## config.mk

```make
export PLATFORM = sky130hd
export DESIGN_NAME = ssc_contact
export DESIGN_NICKNAME = d
export VERILOG_FILES = /design/src/sv/ssc_pkg.sv /design/src/sv/ssc_contact.sv
export SDC_FILE = /design/constraint.sdc
export NUM_CORES = 2
export LEC_CHECK = 0
export BUFFER_PORTS_ARGS = -buffer_cell sky130_fd_sc_hd__buf_2
export CAP_MARGIN = 20
export CORE_MARGIN = 2
export CORE_UTILIZATION = 57
export DETAILED_ROUTE_END_ITERATION = 16
export PLACE_DENSITY = 0.9
export RECOVER_POWER = 100
export SYNTH_ARGS = -nofsm -noshare
export SYNTH_HDL_FRONTEND = slang
export SYNTH_SLANG_ARGS = --single-unit
export TNS_END_PERCENT = 1
```

## constraint.sdc

```tcl
create_clock -name clk_i -period 5.35 [get_ports clk_i]
set_input_delay 0.8025 -clock clk_i [delete_from_list [all_inputs] [get_ports clk_i]]
set_output_delay 0.8025 -clock clk_i [all_outputs]
set_load 0.03 [all_outputs]
```

## src/sv/ssc_pkg.sv

```systemverilog
package ssc_pkg;

  localparam int unsigned FracBits = 16;
  localparam int unsigned SqrtSteps = 32;
  localparam int unsigned QuotBits = FracBits + 1;
  localparam int unsigned NumBits = 31 + FracBits + 1;
  localparam logic [FracBits:0] OneFix = (FracBits + 1)'(1) << FracBits;

  // fields that ride along the pipeline with each pair
  typedef struct packed {
    logic               hit;
    logic               dgn;
    logic [2:0]         sgn;
    logic [30:0]        mag_x;
    logic [30:0]        mag_y;
    logic [30:0]        mag_z;
    logic signed [30:0] ca_x;
    logic signed [30:0] ca_y;
    logic signed [30:0] ca_z;
    logic [29:0]        ra;
    logic [30:0]        rs;
    logic [31:0]        droot;
    logic [30:0]        pen;
  } carry_t;

endpackage

```

## src/sv/ssc_contact.sv

```systemverilog
module ssc_contact import ssc_pkg::*; (
  input  logic                clk_i,
  input  logic                rst_ni,
  input  logic                en_i,
  input  logic                valid_i,
  input  carry_t              carry_i,
  input  logic [QuotBits-1:0] q_i [3],
  output logic                valid_o,
  output logic                hit_o,
  output logic [30:0]         pen_o,
  output logic signed [17:0]  n_o [3],
  output logic signed [31:0]  c_o [3]
);

  logic [1:0]         vld_q;
  logic [FracBits:0]  nmag [3];
  logic signed [17:0] n_d  [3];
  logic [46:0]        prod_q [3];
  logic signed [17:0] n1_q [3];
  logic signed [30:0] ca1  [3];
  carry_t             c1_q;
  logic [30:0]        p    [3];
  logic signed [32:0] s    [3];
  logic signed [31:0] sat  [3];
  logic signed [17:0] n2_q [3];
  logic signed [31:0] c2_q [3];
  logic [30:0]        pen_q;
  logic               hit_q;

  always_comb begin
    for (int l = 0; l < 3; l++) begin
      if (carry_i.dgn) begin
        nmag[l] = (l == 2) ? OneFix : '0;
        n_d[l]  = (l == 2) ? 18'(OneFix) : '0;
      end else begin
        nmag[l] = q_i[l];
        n_d[l]  = carry_i.sgn[l] ? -18'(q_i[l]) : 18'(q_i[l]);
      end
    end
  end

  always_comb begin
    ca1[0] = c1_q.ca_x;
    ca1[1] = c1_q.ca_y;
    ca1[2] = c1_q.ca_z;
    for (int l = 0; l < 3; l++) begin
      p[l] = 31'((prod_q[l] + 47'(1 << (FracBits - 1))) >> FracBits);
      if (n1_q[l] < 0) s[l] = 33'(ca1[l]) - 33'(p[l]);
      else             s[l] = 33'(ca1[l]) + 33'(p[l]);
      // clamp to the signed 32-bit range
      if (s[l][32] != s[l][31]) sat[l] = s[l][32] ? 32'sh8000_0000 : 32'sh7fff_ffff;
      else                      sat[l] = s[l][31:0];
    end
  end

  always_ff @(posedge clk_i or negedge rst_ni) begin
    if (!rst_ni) begin
      vld_q <= '0;
    end else if (en_i) begin
      vld_q <= {vld_q[0], valid_i};
    end
  end

  always_ff @(posedge clk_i) begin
    if (en_i) begin
      c1_q <= carry_i;
      for (int l = 0; l < 3; l++) begin
        prod_q[l] <= 47'(nmag[l]) * 47'(carry_i.ra);
        n1_q[l]   <= n_d[l];
        n2_q[l]   <= c1_q.hit ? n1_q[l] : '0;
        c2_q[l]   <= c1_q.hit ? sat[l] : '0;
      end
      hit_q <= c1_q.hit;
      pen_q <= c1_q.hit ? c1_q.pen : '0;
    end
  end

  assign valid_o = vld_q[1];
  assign hit_o   = hit_q;
  assign pen_o   = pen_q;
  always_comb begin
    for (int l = 0; l < 3; l++) begin
      n_o[l] = n2_q[l];
      c_o[l] = c2_q[l];
    end
  end

endmodule

```

; Word level (Yosys, flattened, before mapping)
; Memory sizes are Yosys's and may differ from the RTL's.
; Cells that the tools add are included.
[word_totals]
register_bits = 159
word_cells = 59
output_inout_bits = 183
memories = 4
inputBits = 370
ram_bits = 345
[memory_table]
columns = memory, words, word_bits, rd, rd_clocked_by_memory_dff, wr, line
row1 = prod_q, 3, 47, 3, 0, 3, ssc_contact.sv:18  ; logic [46:0] prod_q [3];
row2 = c2_q, 3, 32, 3, 0, 3, ssc_contact.sv:26  ; logic signed [31:0] c2_q [3];
row3 = n1_q, 3, 18, 3, 0, 3, ssc_contact.sv:19  ; logic signed [17:0] n1_q [3];
row4 = n2_q, 3, 18, 3, 0, 3, ssc_contact.sv:25  ; logic signed [17:0] n2_q [3];
[classes]
order_cmp = 3
addsub = 12
n_mul = 3
eq_ne = 3
muxes = 26
[ops]
columns = operator, count
row1 = two-way mux 32 bit, 9
row2 = two-way mux 18 bit, 9
row3 = "adder 47 x 16 -> 47 bit, second input constant", 3
row4 = multiplier 17 x 30 -> 47 bit, 3
row5 = adder 31 x 32 -> 33 bit, 3
row6 = two-way mux 33 bit, 3
row7 = subtractor 31 x 32 -> 33 bit, 3
row8 = "< comparator 18 x 1 -> 1 bit, second input constant", 3
row9 = negation 17 -> 18 bit, 3
row10 = two-way mux 17 bit, 3
row11 = != test 1 bit, 3
row12 = two-way mux 1 bit, 2

; Logic depth before layout (Yosys ltp)
[depth]
depth_word = 6
mapped_depth = 27
mapped_depth_nobuf = 25

; Worst setup path after synthesis
; OpenSTA, ideal clock, no wires.
[synth_timing]
kind = input to register
start = in carry_i[313] (netlist name)
end = mem prod_q[0][46] (data pin)
path_buffers = 2
arrival_time_ns = 7.485
cell_stages = 24
setup_time_ns = 0.157
required_time_ns = 5.193
setup_slack_ns = -2.292
path_cell_list = clkbuf_1 nor2b_1 clkbuf_1 nand2_1 fa_1 fa_1 fa_1 inv_1 fa_1 fa_1 inv_1 fa_1 inv_1 ha_1 or3_1 a2111o_1 or4_1 a31oi_1 o21ai_1 a21oi_1 o31ai_1 o41a_1 and4_1 nor3_1
[synth_rtl]
columns = item, line
row1 = from (decl), ssc_contact.sv:6  ; input carry_t carry_i,
row2 = to (decl), ssc_contact.sv:18

==> flow_summary_export.csv <==
group,metric,value,unit
status,status,"finished with violations",
status,failed_checks,"capacitance limit, slew limit, setup timing",
final_layout,fin_cells,10500,
hold_path,hold_path_startpoint,"carry_i[141]",
worst_setup_path,crit_path_max_fanout,13,
timing,maxSlewViolCount,94,
yosys,synth_edf_count,457,
floorplanning,dieHeight,362,um
timing,finalHoldViolations,0,
hold_path,hold_path_class,"input port to flop",
worst_setup_path,r2r_end,"c2_q[0][32]",
placement,dp_cells,10300,
detailed_routing,drt_iter0_drc,6149,
detailed_routing,wire_per_inst,20.3,um
detailed_routing,wirelength,212000,um
power,totalPowerFinal,0.0469,W
cts,root_buffer,"clkbuf_16",
worst_setup_path,critPathCaptureType,"flop",
hold_path,holdPathEnd,"c1_q[141]",
yosys,yosys_warnings,0,
worst_setup_path,cp_slowest_cell,"fa_1",
placement,gp_congestion,0.987,
timing,relSlewSlack,-255,%
timing,layout_min_cycle_time,7.19,ns
placement,hpwl,164000,um
yosys,ys.flop_type,"edfxtp_1",
timing,max_freq,0.139,GHz
cts,cts_buffers,52,
placement,port_buffers,396,
floorplanning,rows,131,
worst_setup_path,max_stage_delay,0.68,ns
yosys,synth_area,0.0730,mm2
hold_path,hold_path_depth,1,
cts,worst_skew_pair.late_latency,0.67,ns
cts,tritoncts,"done",
power,p_leak,41.5,nW
floorplanning,io_pins,553,
detailed_routing,final_antenna_net_count,0,
final_layout,area_delta_synth_final,18.3,%
cts,cts_buffer_depth,3,
detailed_routing,num_vias,60500,
grt,grt_antenna_before_repair,16,
floorplanning,core_area,0.127,mm2
detailed_routing,drtPass1Iterations,6,
timing,final.period_utilization,134,%
yosys,synth_seq_cells,459,
grt,overflow,0,
cts,cts.sinks,459,
yosys,ys_seq_area_share,18.9,%
placement,preCtsSetupSlack,-2.79,ns
floorplanning,dieArea,0.131,mm2
worst_setup_path,required,5.77,ns
power,powerDensity,543,mW/mm2
grt,grt_pass1_vias,65700,
worst_setup_path,start_kind,"input port",
timing,whs,0.296,ns
final_layout,fillers,8536,
floorplanning,dieWidth,362,um
final_layout,layout-drive-gt1-share,19.0,%
yosys,synth_fp_nets,9839,
worst_setup_path,reg2reg_slack,-0.32,ns
timing,finalWorstSetupSlack,-1.84,ns
grt,grt_pass1_wl,337000,um
timing,setup_viol,187,
worst_setup_path,reg2reg_depth,27,
floorplanning,start_util,57.3,%
power,ir_drop,696,uV
yosys,avgSynthCellArea,9.42,um2
cts,clk_pin_slew_worst_paths,0.07,ns
grt,grt_max_degree,116,
timing,rsz0062_at_grt,"true",
final_layout,final_nets,10800,
detailed_routing,drc_errors,0,
yosys,yosys.cell_types.count,95,
yosys,post_synth_inst_count,7753,
timing,max_slew.worst_pin.slew,5.32,ns
worst_setup_path,path_class,"input port to flop",
cts,htree_levels,2,
detailed_routing,avgViaCountPerCell,5.78,
final_layout,final_core_util,67.8,%
worst_setup_path,cp.arrival,7.61,ns
timing,finClkSkew,0.0257,ns
yosys,async_flop_share,0.436,%
grt,grt_usage,32.3,%
job,cap_violations,1,
worst_setup_path,reg2reg_from,"prod_q[0][62]",
-- layout make-up --
class                           instances  area [um2]  area share, %
Multi-Input combinational cell       5364       52900           61.2
Sequential cell                       459       13800           15.9
Timing Repair Buffer                 1362       10300           11.9
Inverter                             1510        5670           6.56
Tap cell                             1662        2080           2.41
Clock buffer                           59        1350           1.56
Clock inverter                         34         332          0.384
Antenna cell                           11        27.5         0.0319
-- cells in the mapped netlist, drive strengths merged (11+ instances only) --
library cell  instances  area [um2]
clkbuf              378        1420
nor4                 28         224
a211oi               19         143
nand3                85         445
xnor2               203        1790
or3                  23         144
nand4                49         319
and3                 45         282
o21a                 31         234
and2                716        4480
fa                 1254       25100
edfxtp              457       13700
a31oi                41         257
nor2b                71         444
o21ai               146         832
buf                  42         234
nand2              1076        4040
inv                1509        5660
and4                 27         236
nand2b               29         181
xor2                191        1670
o31ai                60         469
o22ai                43         269
ha                  462        5780
o41ai                11         111
nor3                 75         407
or4                  14         105
a21o                 75         563
nor2                218         818
mux2i                11         110
a21boi               13        97.6
a21oi               190         951
o21bai               20         150
-- sequential cells by signal, indices dropped and copies added (netlist names) --
signal and count:
prod_q 96, n2_q 54, c2_q 96, c1_q 125, vld_q 2, n1_q 54, pen_o 31, hit_o 1
-- routing by layer --
| metal | GRT usage, % | wire, um | vias up |
|---|---|---|---|
| met3 | 8.14 | 23000 | 1176 |
| li1 | - | - | 26000 |
| met5 | 0 | 119 | - |
| met4 | 18.7 | 15100 | 18 |
| met1 | 37.7 | 72000 | 29700 |
| met2 | 54.3 | 102000 | 3604 |
-- cell families after synthesis --
group                    share of synthesized area, %
AO/OA/AOI/OAI                                    6.86
XOR/XNOR                                         4.74
adder cells (fa/ha/maj)                          42.3
buffers and inverters                            10.0
flip-flops                                       18.9
multiplexers                                    0.305
AND/OR/NAND/NOR                                  16.9
-- worst max-delay path, delay by kind of cell --
family                     cells  cell delay, ns
adders and majority gates      7            3.33
AOI/OAI and AO/OA             10            1.98
buffers and inverters          9            1.22
and+or+nand+nor                2            0.24
-- worst max-delay path by stage --
stage | start | endpoint | slack [ns] | cells after the start
finish | carry_i[313] | prod_q[0][138] | -1.84 | 28
global route | carry_i[313] | prod_q[0][138] | -1.96 | 30
CTS | carry_i[313] | prod_q[0][139] | -1.57 | 29
detailed placement | carry_i[313] | prod_q[0][31] | -2.79 | 26
global placement | carry_i[313] | prod_q[0][46] | -2.59 | 25
floorplan | carry_i[313] | prod_q[0][46] | -2.01 | 25
-- power breakdown --
| group | total [W] | internal, W | switching [W] |
|---|---|---|---|
| sequential | 0.00657 | 0.00601 | 0.000566 |
| clock | 0.00356 | 0.00198 | 0.00159 |
| combinational | 0.0368 | 0.0169 | 0.0199 |
-- per-stage QoR --
step                instance area, um2  TNS, ns
floorplan                        73200  -130.15
global placement                 83400  -209.46
detailed placement               83400  -230.32
CTS                              85800  -139.41
global route                     86300  -182.70
finish                           86400  -128.63
-- layout by cell type (no fill, tap or decap), types with 20 or more instances in the layout --
cell type | synthesis | layout
inv_1 | 1509 | 1505
fa_1 | 1254 | 1239
nand2_1 | 1076 | 1069
buf_4 | 4 | 863
and2_1 | 716 | 711
edfxtp_1 | 457 | 457
ha_1 | 462 | 446
buf_2 | 25 | 373
nor2_1 | 218 | 205
xnor2_1 | 202 | 199
xor2_1 | 191 | 185
a21oi_1 | 190 | 171
o21ai_0 | 110 | 96
nand3_1 | 81 | 80
a21o_1 | 75 | 74
buf_12 | 0 | 72
nor3_1 | 70 | 66
clkbuf_16 | 0 | 54
o31ai_1 | 58 | 53
nand4_1 | 47 | 47
and3_1 | 45 | 44
o22ai_1 | 43 | 41
a31oi_1 | 41 | 38
nor2b_1 | 71 | 33
o21a_1 | 30 | 30
o21ai_2 | 27 | 30
nand2b_1 | 29 | 29
clkbuf_1 | 377 | 27
and4_1 | 27 | 26
buf_6 | 4 | 24
or3_1 | 23 | 22
nor2b_4 | 0 | 20
-- timing repair --
| item | in CTS | in global routing |
|---|---|---|
| setup buffers | 32 | 3 |
| endpoints found under the hold margin | 2 | 0 |
| gates cloned | 1 | 1 |
| setup endpoints to repair | 191 | 192 |
| hold buffers | 1 | 0 |
| pin swaps | 52 | 42 |
| resized for setup | 97 | 122 |
No activity file was read; power rests on OpenSTA's default activity.
